`src/rtl/core/iap_pkg.sv`:
```
// Package for the 4x4 intra block predictor.
// Mode codes, neighbor availability masks and the request/result structs.
// No dependencies.
`timescale 1ns / 1ps
`default_nettype none

package iap_pkg;

    localparam int unsigned PIX_W = 8;

    localparam logic [3:0] AVAIL_TOP        = 4'd1;
    localparam logic [3:0] AVAIL_LEFT       = 4'd2;
    localparam logic [3:0] AVAIL_BELOW_LEFT = 4'd4;
    localparam logic [3:0] AVAIL_TOP_RIGHT  = 4'd8;

    localparam logic [PIX_W-1:0] FLAT_LEVEL = 8'd128;

    typedef enum logic [3:0] {
        MODE_DC        = 4'd0,
        MODE_VERT      = 4'd1,
        MODE_HORIZ     = 4'd2,
        MODE_DIAG_TR   = 4'd3,
        MODE_VERT_LEFT = 4'd4,
        MODE_VERT_RGT  = 4'd5,
        MODE_DOWN_RGT  = 4'd6,
        MODE_HORIZ_DN  = 4'd7,
        MODE_HORIZ_UP  = 4'd8,
        MODE_DIAG_BL   = 4'd9,
        MODE_FLAT      = 4'd10
    } mode_t;

    typedef struct packed {
        logic [3:0]  mode;
        logic [3:0]  avail;
        logic [63:0] top;
        logic [63:0] left;
        logic [7:0]  corner;
        logic [23:0] far_right;
        logic [7:0]  far_corner;
    } pred_req_t;

    typedef struct packed {
        logic              usable;
        logic [3:0][31:0]  rows;
    } pred_res_t;

endpackage

`default_nettype wire

```
`src/rtl/core/iap_predict.sv`:
```
// Combinational 4x4 prediction datapath: one request in, one result out.
// Depends on iap_pkg.
`timescale 1ns / 1ps
`default_nettype none

module iap_predict
    import iap_pkg::*;
(
    input  pred_req_t req,
    output pred_res_t res
);

    function automatic logic [7:0] avg2(input logic [7:0] a, input logic [7:0] b);
        logic [8:0] s;
        s = {1'b0, a} + {1'b0, b} + 9'd1;
        return s[8:1];
    endfunction

    function automatic logic [10:0] w(input logic [7:0] v);
        return {3'b000, v};
    endfunction

    logic [7:0]  t [8];
    logic [7:0]  l [8];
    logic [7:0]  b [4][4];
    logic        ht, hl, hbl, htr, ok;
    logic [7:0]  tl, fc, f4, f5, f6;

    logic [10:0] dc_sum;
    logic [10:0] m3_s4, m3_s3, m3_s5;
    logic [10:0] m4_s5, m4_s4;
    logic [10:0] m5_sp, m5_s0, m5_s1;
    logic [10:0] m6_s0;
    logic [10:0] m7_s0, m7_sp, m7_s1;
    logic [10:0] m9_s4, m9_s5;
    logic [8:0]  m9_h26, m9_h37;

    logic [7:0]  dc, a3, a4, a5, v4a4, v4a5, m5x0, m5x1, m6x0, m7x0, m7x1, m9a4, m9a5;

    assign ht  = (req.avail & AVAIL_TOP) != 4'd0;
    assign hl  = (req.avail & AVAIL_LEFT) != 4'd0;
    assign hbl = (req.avail & AVAIL_BELOW_LEFT) != 4'd0;
    assign htr = (req.avail & AVAIL_TOP_RIGHT) != 4'd0;
    assign tl  = req.corner;
    assign fc  = req.far_corner;
    assign f4  = req.far_right[7:0];
    assign f5  = req.far_right[15:8];
    assign f6  = req.far_right[23:16];

    // Missing top-right / below-left repeat the last available pixel.
    always_comb
    begin
        for (int i = 0; i < 8; i++)
        begin
            t[i] = req.top[8*i +: 8];
            l[i] = req.left[8*i +: 8];
        end
        if (!(ht && htr))
        begin
            for (int i = 4; i < 8; i++)
            begin
                t[i] = req.top[31:24];
            end
        end
        if (!(hl && hbl))
        begin
            for (int i = 4; i < 8; i++)
            begin
                l[i] = req.left[31:24];
            end
        end
    end

    always_comb
    begin
        dc_sum = 11'd4 + w(t[0]) + w(t[1]) + w(t[2]) + w(t[3])
                       + w(l[0]) + w(l[1]) + w(l[2]) + w(l[3]);

        m3_s4 = w(t[4]) * 11'd5 + w(f5) + 11'd4 + w(t[3]) + w(t[5]);
        m3_s3 = w(t[3]) * 11'd3 + w(f4) + 11'd2;
        m3_s5 = w(t[5]) * 11'd3 + w(f6) + 11'd2;

        m4_s5 = w(t[4]) + w(t[5]) * 11'd2 + w(t[6]) + 11'd2;
        m4_s4 = w(t[4]) * 11'd2 + w(t[5]) + w(t[3]) + 11'd2;

        m5_sp = w(t[0]) * 11'd3 + w(l[0]) + w(tl) * 11'd4 + 11'd4;
        m5_s0 = w(tl) * 11'd6 + w(t[0]) + w(l[0]) + 11'd4;
        m5_s1 = w(m5_sp[10:3]) * 11'd2 + w(m5_s0[10:3]) + w(t[0]) + 11'd2;

        m6_s0 = (w(t[0]) + w(l[0])) * 11'd2 + w(tl) * 11'd3 + 11'd4 + w(fc);

        m7_s0 = w(t[0]) + w(tl) * 11'd6 + w(l[0]) + 11'd4;
        m7_sp = w(l[0]) * 11'd4 + w(tl) * 11'd3 + w(t[0]) + 11'd4;
        m7_s1 = w(m7_s0[10:3]) + w(l[0]) + w(m7_sp[10:3]) * 11'd2 + 11'd2;

        m9_h26 = {1'b0, l[2]} + {1'b0, l[6]};
        m9_h37 = {1'b0, l[3]} + {1'b0, l[7]};
        m9_s4  = {3'b000, m9_h26[8:1]} + w(l[3]) + w(l[5]) + w(l[4]) * 11'd5 + 11'd4;
        m9_s5  = {3'b000, m9_h37[8:1]} + w(l[4]) + w(l[6]) + w(l[5]) * 11'd5 + 11'd4;
    end

    assign dc   = dc_sum[10:3];
    assign a4   = m3_s4[10:3];
    assign a3   = m3_s3[9:2];
    assign a5   = m3_s5[9:2];
    assign v4a5 = m4_s5[9:2];
    assign v4a4 = m4_s4[9:2];
    assign m5x0 = m5_s0[10:3];
    assign m5x1 = m5_s1[9:2];
    assign m6x0 = m6_s0[10:3];
    assign m7x0 = m7_s0[10:3];
    assign m7x1 = m7_s1[9:2];
    assign m9a4 = m9_s4[10:3];
    assign m9a5 = m9_s5[10:3];

    always_comb
    begin
        ok = 1'b0;
        for (int y = 0; y < 4; y++)
        begin
            for (int x = 0; x < 4; x++)
            begin
                b[y][x] = 8'd0;
            end
        end
        unique case (mode_t'(req.mode))
            MODE_DC:
            begin
                if (ht && hl)
                begin
                    ok = 1'b1;
                    for (int y = 0; y < 4; y++)
                    begin
                        for (int x = 0; x < 4; x++)
                        begin
                            b[y][x] = dc;
                        end
                    end
                end
            end
            MODE_VERT:
            begin
                if (ht)
                begin
                    ok = 1'b1;
                    for (int y = 0; y < 4; y++)
                    begin
                        for (int x = 0; x < 4; x++)
                        begin
                            b[y][x] = t[x];
                        end
                    end
                end
            end
            MODE_HORIZ:
            begin
                if (hl)
                begin
                    ok = 1'b1;
                    for (int y = 0; y < 4; y++)
                    begin
                        for (int x = 0; x < 4; x++)
                        begin
                            b[y][x] = l[y];
                        end
                    end
                end
            end
            MODE_DIAG_TR:
            begin
                if (ht && htr)
                begin
                    ok = 1'b1;
                    b[0][0] = t[1]; b[0][1] = t[2]; b[0][2] = a3;   b[0][3] = a4;
                    b[1][0] = t[2]; b[1][1] = a3;   b[1][2] = a4;   b[1][3] = a5;
                    b[2][0] = a3;   b[2][1] = a4;   b[2][2] = a5;   b[2][3] = t[6];
                    b[3][0] = a4;   b[3][1] = a5;   b[3][2] = t[6]; b[3][3] = t[7];
                end
            end
            MODE_VERT_LEFT:
            begin
                if (ht && htr)
                begin
                    ok = 1'b1;
                    b[0][0] = avg2(t[0], t[1]);
                    b[0][1] = avg2(t[1], t[2]);
                    b[0][2] = avg2(t[2], t[3]);
                    b[0][3] = avg2(t[3], v4a4);
                    b[1][0] = t[1]; b[1][1] = t[2]; b[1][2] = t[3]; b[1][3] = v4a4;
                    b[2][0] = avg2(t[1], t[2]);
                    b[2][1] = avg2(t[2], t[3]);
                    b[2][2] = avg2(t[3], v4a4);
                    b[2][3] = avg2(v4a5, v4a4);
                    b[3][0] = t[2]; b[3][1] = t[3]; b[3][2] = v4a4; b[3][3] = v4a5;
                end
            end
            MODE_VERT_RGT:
            begin
                if (ht && hl)
                begin
                    ok = 1'b1;
                    b[0][0] = m5x1;
                    b[0][1] = avg2(t[0], t[1]);
                    b[0][2] = avg2(t[1], t[2]);
                    b[0][3] = avg2(t[2], t[3]);
                    b[1][0] = m5x0; b[1][1] = t[0]; b[1][2] = t[1]; b[1][3] = t[2];
                    b[2][0] = l[0];
                    b[2][1] = m5x1;
                    b[2][2] = avg2(t[0], t[1]);
                    b[2][3] = avg2(t[1], t[2]);
                    b[3][0] = l[1]; b[3][1] = m5x0; b[3][2] = t[0]; b[3][3] = t[1];
                end
            end
            MODE_DOWN_RGT:
            begin
                if (ht && hl)
                begin
                    ok = 1'b1;
                    b[0][0] = m6x0; b[0][1] = t[0]; b[0][2] = t[1]; b[0][3] = t[2];
                    b[1][0] = l[0]; b[1][1] = m6x0; b[1][2] = t[0]; b[1][3] = t[1];
                    b[2][0] = l[1]; b[2][1] = l[0]; b[2][2] = m6x0; b[2][3] = t[0];
                    b[3][0] = l[2]; b[3][1] = l[1]; b[3][2] = l[0]; b[3][3] = m6x0;
                end
            end
            MODE_HORIZ_DN:
            begin
                if (ht && hl)
                begin
                    ok = 1'b1;
                    b[0][0] = m7x1; b[0][1] = m7x0; b[0][2] = t[0]; b[0][3] = t[1];
                    b[1][0] = avg2(l[0], l[1]);
                    b[1][1] = l[0]; b[1][2] = m7x1; b[1][3] = m7x0;
                    b[2][0] = avg2(l[1], l[2]);
                    b[2][1] = l[1];
                    b[2][2] = avg2(l[0], l[1]);
                    b[2][3] = l[0];
                    b[3][0] = avg2(l[2], l[3]);
                    b[3][1] = l[2];
                    b[3][2] = avg2(l[1], l[2]);
                    b[3][3] = l[1];
                end
            end
            MODE_HORIZ_UP:
            begin
                if (hl)
                begin
                    ok = 1'b1;
                    b[0][0] = avg2(l[0], l[1]);
                    b[0][1] = l[1];
                    b[0][2] = avg2(l[1], l[2]);
                    b[0][3] = l[2];
                    b[1][0] = avg2(l[1], l[2]);
                    b[1][1] = l[2];
                    b[1][2] = avg2(l[2], l[3]);
                    b[1][3] = l[3];
                    b[2][0] = avg2(l[2], l[3]);
                    b[2][1] = l[3];
                    b[2][2] = avg2(l[3], l[4]);
                    b[2][3] = l[4];
                    b[3][0] = avg2(l[3], l[4]);
                    b[3][1] = l[4];
                    b[3][2] = avg2(l[4], l[5]);
                    b[3][3] = l[5];
                end
            end
            MODE_DIAG_BL:
            begin
                if (hl)
                begin
                    ok = 1'b1;
                    b[0][0] = l[1]; b[0][1] = l[2]; b[0][2] = l[3]; b[0][3] = m9a4;
                    b[1][0] = l[2]; b[1][1] = l[3]; b[1][2] = m9a4; b[1][3] = m9a5;
                    b[2][0] = l[3]; b[2][1] = m9a4; b[2][2] = m9a5; b[2][3] = l[6];
                    b[3][0] = m9a4; b[3][1] = m9a5; b[3][2] = l[6]; b[3][3] = l[7];
                end
            end
            MODE_FLAT:
            begin
                ok = 1'b1;
                for (int y = 0; y < 4; y++)
                begin
                    for (int x = 0; x < 4; x++)
                    begin
                        b[y][x] = FLAT_LEVEL;
                    end
                end
            end
            default:
            begin
                ok = 1'b0;
            end
        endcase
    end

    always_comb
    begin
        res.usable = ok;
        for (int y = 0; y < 4; y++)
        begin
            res.rows[y] = {b[y][3], b[y][2], b[y][1], b[y][0]};
        end
    end

endmodule

`default_nettype wire

```
`src/rtl/core/intra_4x4_block_predictor.sv`:
```
// Top level of the 4x4 intra block predictor: input register, datapath, result register.
// Depends on iap_pkg and iap_predict.
//
//  channel | handshake            | payload
//  --------+----------------------+-----------------------------------------------
//  in      | in_valid / in_stall  | mode, have_*, top/left/corner/far pixels
//  out     | out_valid / out_stall| mode_usable, row_zero .. row_three
//
// One item per cycle sustained while out_stall is low; an item passes the input register, then the result register.
// The prediction datapath sits between the two registers and sets the clock period.
// Reset clears only the two stage valid flags; no clearing pass.
// A stalled result holds in the result register while one more item waits in the
// input register; in_stall rises only when both are full and out_stall is high.
`timescale 1ns / 1ps
`default_nettype none

module intra_4x4_block_predictor
    import iap_pkg::*;
(
    input  wire logic        clk,
    input  wire logic        rst_n,

    input  wire logic        in_valid,
    output logic             in_stall,
    input  wire logic [3:0]  mode,
    input  wire logic        have_top,
    input  wire logic        have_left,
    input  wire logic        have_below_left,
    input  wire logic        have_top_right,
    input  wire logic [63:0] top_pixels,
    input  wire logic [63:0] left_pixels,
    input  wire logic [7:0]  corner_pixel,
    input  wire logic [23:0] far_above_right,
    input  wire logic [7:0]  far_above_corner,

    output logic             out_valid,
    input  wire logic        out_stall,
    output logic             mode_usable,
    output logic [31:0]      row_zero,
    output logic [31:0]      row_one,
    output logic [31:0]      row_two,
    output logic [31:0]      row_three
);

    logic      s1_valid_reg, s1_valid_next;
    logic      out_valid_reg, out_valid_next;
    pred_req_t req_reg, req_next;
    pred_res_t res_reg, res_next;
    logic      s2_ready;
    logic      s1_load;

    assign s2_ready = !out_valid_reg || !out_stall;
    assign in_stall = s1_valid_reg && !s2_ready;
    assign s1_load  = in_valid && !in_stall;

    always_comb
    begin
        req_next.mode       = mode;
        req_next.avail      = (have_top        ? AVAIL_TOP        : 4'd0)
                            | (have_left       ? AVAIL_LEFT       : 4'd0)
                            | (have_below_left ? AVAIL_BELOW_LEFT : 4'd0)
                            | (have_top_right  ? AVAIL_TOP_RIGHT  : 4'd0);
        req_next.top        = top_pixels;
        req_next.left       = left_pixels;
        req_next.corner     = corner_pixel;
        req_next.far_right  = far_above_right;
        req_next.far_corner = far_above_corner;
    end

    iap_predict u_predict
    (
        .req (req_reg),
        .res (res_next)
    );

    always_comb
    begin
        s1_valid_next  = in_stall ? s1_valid_reg : in_valid;
        out_valid_next = s2_ready ? s1_valid_reg : out_valid_reg;
    end

    always_ff @(posedge clk or negedge rst_n)
    begin
        if (!rst_n)
        begin
            s1_valid_reg  <= 1'b0;
            out_valid_reg <= 1'b0;
        end
        else
        begin
            s1_valid_reg  <= s1_valid_next;
            out_valid_reg <= out_valid_next;
        end
    end

    always_ff @(posedge clk)
    begin
        if (s1_load)
        begin
            req_reg <= req_next;
        end
        if (s1_valid_reg && s2_ready)
        begin
            res_reg <= res_next;
        end
    end

    assign out_valid   = out_valid_reg;
    assign mode_usable = res_reg.usable;
    assign row_zero    = res_reg.rows[0];
    assign row_one     = res_reg.rows[1];
    assign row_two     = res_reg.rows[2];
    assign row_three   = res_reg.rows[3];

`ifndef SYNTHESIS
    a_stall_only_when_full: assert property (@(posedge clk) disable iff (!rst_n)
        in_stall |-> (s1_valid_reg && out_valid_reg && out_stall))
        else $error("input stalled while pipeline has room");

    a_stage_advances: assert property (@(posedge clk) disable iff (!rst_n)
        (s1_valid_reg && !(out_valid_reg && out_stall)) |=> out_valid_reg)
        else $error("item in input register was lost");

    a_accept_fills_stage: assert property (@(posedge clk) disable iff (!rst_n)
        (in_valid && !in_stall) |=> s1_valid_reg)
        else $error("accepted item not held in input register");

    a_unusable_rows_zero: assert property (@(posedge clk) disable iff (!rst_n)
        (out_valid && !mode_usable) |->
            (row_zero == 32'd0 && row_one == 32'd0 && row_two == 32'd0 && row_three == 32'd0))
        else $error("unusable mode produced nonzero rows");
`endif

endmodule

`default_nettype wire
```
`config.mk`:
```
export PLATFORM = sky130hd
export DESIGN_NAME = intra_4x4_block_predictor
export DESIGN_NICKNAME = d
export VERILOG_FILES = /design/src/rtl/core/iap_pkg.sv /design/src/rtl/core/iap_predict.sv /design/src/rtl/core/intra_4x4_block_predictor.sv
export SDC_FILE = /design/constraint.sdc
export NUM_CORES = 1
export LEC_CHECK = 0
export BUFFER_PORTS_ARGS = -buffer_cell sky130_fd_sc_hd__buf_2
export CAP_MARGIN = 0
export CORE_UTILIZATION = 40
export CTS_BUF_LIST = sky130_fd_sc_hd__clkbuf_4 sky130_fd_sc_hd__clkbuf_8
export DETAILED_ROUTE_END_ITERATION = 8
export PLACE_DENSITY = 0.63
export SKIP_CTS_REPAIR_TIMING = 1
export SLEW_MARGIN = 20
export SYNTH_ARGS = -nofsm -noshare
export SYNTH_HDL_FRONTEND = slang
export SYNTH_HIERARCHICAL = 1
export SYNTH_SLANG_ARGS = --single-unit
export TNS_END_PERCENT = 1
```
`constraint.sdc`:
```
create_clock -name clk -period 12.05 [get_ports clk]
set_input_delay 3.0125 -clock clk [delete_from_list [all_inputs] [get_ports clk]]
set_output_delay 3.0125 -clock clk [all_outputs]
set_load 0.03 [all_outputs]
```
Yosys cells after proc, flatten, opt, wreduce, memory -nomap -nowiden
Cells that the tools add are included.
{ "classes": {"addsub": 71, "n_mul": 8, "n_eq_ne": 10, "mux": 22, "bitwise": 3, "n_reduce_logical": 15} }
{ "ops": {"columns": ["operator", "count"], "rows": [
  ["$pmux W128 S11", 1],
  ["$mux W128", 10],
  ["$add A11 B8 Y11", 16],
  ["$add A8 B8 Y9", 16],
  ["$add A9 B1 Y9 const B", 10],
  ["$add A11 B3 Y11 const B", 7],
  ["$mux W32", 2],
  ["$add A10 B2 Y10 const B", 6],
  ["$add A10 B8 Y10", 5],
  ["$mul A8 B2 Y10 const B", 5],
  ["$mul A8 B3 Y11 const B", 3],
  ["$add A11 B10 Y11", 2],
  ["$add A11 B11 Y11", 2],
  ["$add A9 B8 Y10", 2],
  ["$eq A4 B3 Y1 const B", 4],
  ["$eq A4 B4 Y1 const B", 3],
  ["$add A10 B10 Y11", 1],
  ["$add A10 B8 Y11", 1],
  ["$add A10 B9 Y10", 1],
  ["$add A8 B9 Y10", 1],
  ["$add A3 B8 Y9 const A", 1],
  ["$eq A4 B2 Y1 const B", 2],
  ["$logic_and A1 B1 Y1", 6],
  ["$mux W1", 5],
  ["other kinds (14)", 17]
]} }
{ "word_totals": {"register_bits": 307, "in_bits": 180, "output_inout_bits": 131} }

Depth between registers and ports, before layout
Gate-level depths: netlist of the first run.
{ "logic_depth": {"depth_word": 10, "depth_mapped": 28, "ltp_nobuf": 25} }

Cells and area by module
The synthesis of the first run kept the hierarchy.
{ "by_module_without_submodules": {"columns": ["mod", "instances", "cells_per_inst", "area_per_inst_um2"], "rows": [
  ["iap_predict", 1, 2626, 19511.2],
  ["intra_4x4_block_predictor", 1, 313, 9251.4]
]} }

Worst setup path before layout of the first run
OpenSTA, ideal clock, no wires.
{ "synth_timing": {"path_kind": "input-to-reg", "startpoint": "input out_stall", "endpoint": "register res_reg (netlist bit mode_usable) (enable)", "arrival_time_ns": 12.298, "path_slack_ns": -1.063, "stages": 1, "n_path_buf": 0, "path_cell_list": "a21boi_0"} }
{ "synth_between": {"elab_chain_len": 3} }
{ "synth_rtl": {"columns": ["element", "line_no", "rtl"], "rows": [
  ["start: declaration", "intra_4x4_block_predictor.sv:37", "input wire logic out_stall,"],
  ["$logic_not A1 Y1", "intra_4x4_block_predictor.sv:52", "assign s2_ready = !out_valid_reg || !out_stall;"],
  ["$logic_or A1 B1 Y1", "intra_4x4_block_predictor.sv:52", null],
  ["$logic_and A1 B1 Y1", "intra_4x4_block_predictor.sv:102", "if (s1_valid_reg && s2_ready)"],
  ["end signal: assignment", "intra_4x4_block_predictor.sv:104", "res_reg <= res_next;"],
  ["end: declaration", "intra_4x4_block_predictor.sv:48", "pred_res_t res_reg, res_next;"]
]} }
Every way passes these cells.
A chain may end at the register's enable or synchronous reset.

==> results of run 1 <==
-- final cells by class --
class,count,area [sq um]
clock buffer,69,856
tap,940,1180
antenna,2,5.00
clock inverter,28,205
sequential,307,9210
inverter,346,1300
fill,6872,38100
multi-input combinational,2178,17900
timing repair buffer,354,1880
-- critical path: stages (launching register included) --
cell and delay [ps]:
edfxtp_1 610, and2_2 670, nor2_1 190, a21oi_1 240, inv_1 100, fa_1 420
a21o_1 210, a21oi_1 290, xnor2_1 140, fa_1 540, inv_1 50, fa_1 500
fa_1 500, inv_1 40, ha_1 320, and4b_1 200, o21a_1 130, o41a_1 510
a221oi_4 410, nor4b_1 90, nor3_1 600, nand4_1 180
-- layer usage --
layer,vias up,share of wire [%],track usage [%]
met5,-,0.029,0
met4,4,5.3,14.5
met3,343,10,6.87
met2,1594,44,47.7
met1,12354,41,41.0
li1,11255,-,-
-- through the flow --
step	hold WS, ps	util (%)
finish	522	46.0
global route	543	46.0
CTS	510	46.0
detailed placement	497	44.5
global placement	489	44.5
floorplan	467	-
-- power breakdown --
group          total [mW]  leakage (nW)  internal, mW  switching (mW)
registers            1.43          3.00          1.32           0.106
clock network       0.973         0.533         0.510           0.463
logic                4.62          11.4          1.79            2.83
total                7.02          14.9          3.62            3.39
-- how the worst min path moves through the flow --
stage,end,slack [ps],cells past startpoint
2_1_floorplan,out_valid$_DFFE_PN0P_,470,1
3_3_place_gp,out_valid$_DFFE_PN0P_,490,1
3_5_place_dp,out_valid$_DFFE_PN0P_,500,1
4_1_cts,out_valid$_DFFE_PN0P_,510,1
5_1_grt,out_valid$_DFFE_PN0P_,540,1
6_report,out_valid$_DFFE_PN0P_,520,1
-- synthesized netlist by cell type (54+ instances only) --
| cell type | instances |
|---|---|
| inv_1 | 346 |
| edfxtp_1 | 305 |
| ha_1 | 286 |
| nand2_1 | 266 |
| a21oi_1 | 216 |
| fa_1 | 194 |
| nor2_1 | 153 |
| o21ai_0 | 94 |
| nand4_1 | 93 |
| nand3_1 | 91 |
| xnor2_1 | 88 |
| clkbuf_1 | 82 |
| xor2_1 | 66 |
| a21o_1 | 54 |
-- cell families after synthesis --
group,after synthesis,synth area share [%]
adder cells (fa/ha/maj),481,26.0
AO/OA/AOI/OAI,692,16.2
flip-flops,307,32.0
buffers and inverters,454,6.02
XOR/XNOR,154,4.69
AND/OR/NAND/NOR,827,14.3
multiplexers,24,0.853
==> flow_summary.json, run 1 <==
{
  "status": "finished, final reports clean",
  "worstReg2RegEnd": "row_two[23]$_DFFE_PP_",
  "track_usage_pct": 30.9,
  "largest_reg_flops": 176,
  "hold_violations": 0,
  "synth_top_cell_area_share_pct": 31.8,
  "syn_area_per_cell_sq_um": 9.79,
  "port_buffers": 310,
  "cts_root_buf": "clkbuf_8",
  "wl_mm": 115,
  "fin_nets": 3901,
  "routedWlPerCell_microns": 27.2,
  "power.density_nw_per_um2": 216,
  "hold_path.startpoint": "s1_valid_reg$_DFFE_PN0N_",
  "synthArstFlopShare_pct": 0.651,
  "place_hpwl_mm": 89.6,
  "viasPerCell": 6.05,
  "drt-initial-drc-count": 3205,
  "finalNonFillerCells": 4224,
  "die_x_microns": 270,
  "synth_cell_type_count": 92,
  "synthToLayoutAreaGrowth_pct": 13.1,
  "synth_fp_nets": 3599,
  "grt_pass1_vias": 25365,
  "grt_max_degree": 74,
  "final_common_cell": "inv_1",
  "setup_violations": 0,
  "antenna_found_initial": 6,
  "pre_cts_ws_ps": 4550,
  "cp-end-kind": "flip-flop",
  "clock_path_buffers": 3,
  "slew_violations": 0,
  "yosys-top-cells-area": "edfxtp_1 (32%), fa_1 (14%), ha_1 (12%)",
  "grt_pass1_wl_mm": 166,
  "synth_seq_area_share_pct": 32.0,
  "synth_cells": 2939,
  "synth_seq_cells": 307,
  "cts.clk_slew.worst_paths_ps": 60,
  "period_minus_slack_ps": 7240,
  "leakage_nw": 14.9,
  "finalSetupTns_ps": 0,
  "drc": 0,
  "cp_data_required_time_ps": 12440,
  "skew_ps": 27.2,
  "ys.flop_type": "edfxtp_1",
  "peakVddDrop_mv": 0.176,
  "synth-edff-count": 305,
  "syn_area_sq_um": 28800,
  "crit_path_start": "req_reg[169]$_DFFE_PP_",
  "maxSlewHeadroom_pct": 21.4,
  "cts_buffers": 54,
  "yosysTopAreaCell": "edfxtp_1",
  "min_period_over_period_pct": 60.1,
  "fmax_mhz": 138,
  "insertion_delay_ps": 680,
  "die_y_microns": 270,
  "die-area_sq_um": 73000,
  "cts.htree.levels": 2,
  "core_area_sq_um": 70600,
  "fin_area_sq_um": 32500,
  "vias": 25550,
  "crit_fanout": 35,
  "grt-ovfl-total": 0,
  "cts_tree": "done",
  "placed_cell_area_sq_um": 31500,
  "drive_gt1_share_pct": 15.0,
  "drv_cap": 0,
  "start_kind": "flip-flop",
  "row_count": 97,
  "finalWorstSetupSlack_ps": 4810,
  "clock-sinks": 307,
  "ant_nets": 0,
  "dp.cells": 4125,
  "worstSetupEndpoint": "row_two[23]$_DFFE_PP_",
  "io_pins": 311,
  "worst-setup-path-type": "flip-flop to flip-flop",
  "gp_congestion": 1.01,
  "final_cell_mix": "inv_1 (346), buf_2 (310), edfxtp_1 (305)",
  "min_path_type": "flip-flop to flip-flop",
  "crit_arrival_ps": 7630,
  "r2r_start": "req_reg[169]$_DFFE_PP_",
  "yosysWarnings": 6,
  "reg2reg_slack_ps": 4810,
  "first_pass_iters": 8,
  "rsz0062_at_grt": "no",
  "fin_total_pwr_mw": 7.02,
  "tightest_slew_ps": 1180,
  "initial_core_util_pct": 40.7,
  "reg2regPathDepth": 21
}
(Power assumes the default switching activity.)
==> inputs of run 2 (changes only) <==
Settings changed: PLACE_DENSITY 0.63 to 0.65.
Clock period 12.05 ns to 6.5 ns, I/O delays scaled along.
==> flow_summary.json, run 2 (same netlist as run 1, synthesis figures left out) <==
{
  "status": "finished, final reports clean",
  "core_area_sq_um": 70600,
  "min_path_type": "flip-flop to flip-flop",
  "row_count": 97,
  "cp_data_required_time_ps": 6870,
  "port_buffers": 310,
  "cts.clk_slew.worst_paths_ps": 60,
  "r2r_start": "req_reg[33]$_DFFE_PP_",
  "die-area_sq_um": 73000,
  "place_hpwl_mm": 92.8,
  "hold_path.startpoint": "s1_valid_reg$_DFFE_PN0N_",
  "die_x_microns": 270,
  "final_cell_mix": "inv_1 (346), buf_2 (310), edfxtp_1 (305)",
  "grt-ovfl-total": 0,
  "skew_ps": 47.4,
  "crit_slowest_cell": "fa_1",
  "viasPerCell": 6.03,
  "routedWlPerCell_microns": 27.0,
  "min_period_over_period_pct": 96.0,
  "worst-setup-path-type": "flip-flop to flip-flop",
  "grt_pass1_wl_mm": 169,
  "leakage_nw": 15.5,
  "slew_violations": 0,
  "track_usage_pct": 31.4,
  "fmax_mhz": 160,
  "die_y_microns": 270,
  "grt_busiest_layer": "met2",
  "finalNonFillerCells": 4327,
  "cts_tree": "done",
  "ant_nets": 0,
  "reg2reg_slack_ps": 260,
  "antenna_found_initial": 2,
  "finalSetupTns_ps": 0,
  "first_pass_iters": 9,
  "tightest_slew_ps": 1190,
  "insertion_delay_ps": 680,
  "drt-initial-drc-count": 3516,
  "io_pins": 311,
  "fin_area_sq_um": 33500,
  "whs_endpoint": "out_valid$_DFFE_PN0P_",
  "drive_gt1_share_pct": 17.7,
  "gp_congestion": 1.03,
  "start_kind": "flip-flop",
  "dp.cells": 4232,
  "grtUsageMet2_pct": 48.4,
  "grt_pass1_vias": 25825,
  "crit_fanout": 4,
  "clock_path_buffers": 3,
  "period_minus_slack_ps": 6240,
  "drv_cap": 0,
  "vias": 26106,
  "synthToLayoutAreaGrowth_pct": 16.4,
  "crit_path_cell_trace": "ha_1, fa_1, fa_1, ha_1, fa_1, a21oi_1, o21bai_1, xor2_1, fa_1, ha_1, nand3_1, o211ai_1, o41a_1, a21oi_1, o21bai_1, and2_1, o21ai_0, buf_4, nand4_1",
  "cp_slowest_stage_delay_ps": 620,
  "cp-end-kind": "flip-flop",
  "final_common_cell": "inv_1",
  "holdPathStages": 1,
  "wl_mm": 117,
  "rsz0062_at_grt": "yes",
  "initial_core_util_pct": 40.7,
  "grt_max_degree": 131,
  "crit_arrival_ps": 6610,
  "setup_violations": 0,
  "cts_root_buf": "clkbuf_8",
  "placed_cell_area_sq_um": 32300,
  "met3_usage_pct": 6.76,
  "use_met1_pct": 41.9,
  "worstReg2RegEnd": "row_zero[7]$_DFFE_PP_",
  "holdWs_ps": 509,
  "reg2regPathDepth": 19,
  "drc": 0,
  "power.density_nw_per_um2": 404,
  "maxSlewHeadroom_pct": 20.3,
  "peakVddDrop_mv": 0.355,
  "cts.htree.levels": 2,
  "fin_util_pct": 47.4,
  "cts_buffers": 53,
  "largest_reg_flops": 176,
  "cpMostUsedCell": "fa_1",
  "fin_nets": 4007,
  "hold_violations": 0,
  "clock-sinks": 307
}
==> run 2: cell types whose count changed in the layout (fill, tap and decap cells not counted), moves of 2 or more <==
cell,change
buf_12,+5
buf_4,+102
bufinv_16,+3
clkbuf_4,-5
clkinv_4,+2
clkinvlp_4,-2
==> run 2: worst max-delay path by stage <==
stage | to | cells past startpoint | startpoint
2_1_floorplan | req_reg[0]$_DFFE_PP_ | 2 | out_stall
3_3_place_gp | row_one[22]$_DFFE_PP_ | 24 | req_reg[169]$_DFFE_PP_
3_5_place_dp | row_one[22]$_DFFE_PP_ | 24 | req_reg[170]$_DFFE_PP_
4_1_cts | row_one[22]$_DFFE_PP_ | 24 | req_reg[170]$_DFFE_PP_
5_1_grt | row_one[22]$_DFFE_PP_ | 20 | req_reg[169]$_DFFE_PP_
6_report | row_zero[7]$_DFFE_PP_ | 19 | req_reg[33]$_DFFE_PP_
==> run 2: critical path, delay by kind of cell, from the launching register on <==
| family | cells | cell delay (ps) |
|---|---|---|
| fa+ha+maj | 7 | 2980 |
| compound gates | 7 | 1510 |
| flops | 1 | 470 |
| xor+xnor | 1 | 450 |
| simple gates | 3 | 380 |
| buf+inv | 1 | 170 |
==> run 2: per-layer routing <==
layer / wire [microns] / part of all wire (%)
met1: 46900 / 40
met3: 12400 / 11
met4: 6190 / 5.3
met2: 51300 / 44
met5: 17 / 0.015
==> run 2: final cells by class <==
type,count,area [sq um]
Antenna cell,2,5.00
Clock buffer,63,805
Fill cell,6777,37200
Timing Repair Buffer,461,2750
Tap cell,940,1180
Multi-Input combinational cell,2178,17900
Clock inverter,30,295
Sequential cell,307,9210
Inverter,346,1300
==> run 2: power by group <==
group / internal (mW) / switching [mW] / total (mW)
sequential: 2.45 / 0.149 / 2.60
clock: 1.02 / 0.846 / 1.87
combinational: 3.63 / 5.42 / 9.05
==> run 2: per-stage QoR <==
stage,setup WS (ps),power (mW)
CTS,42.1,13.4
floorplan,213,8.59
global placement,128,11.3
global route,-19.6,14.5
detailed placement,64.0,11.4
finish,259,13.5
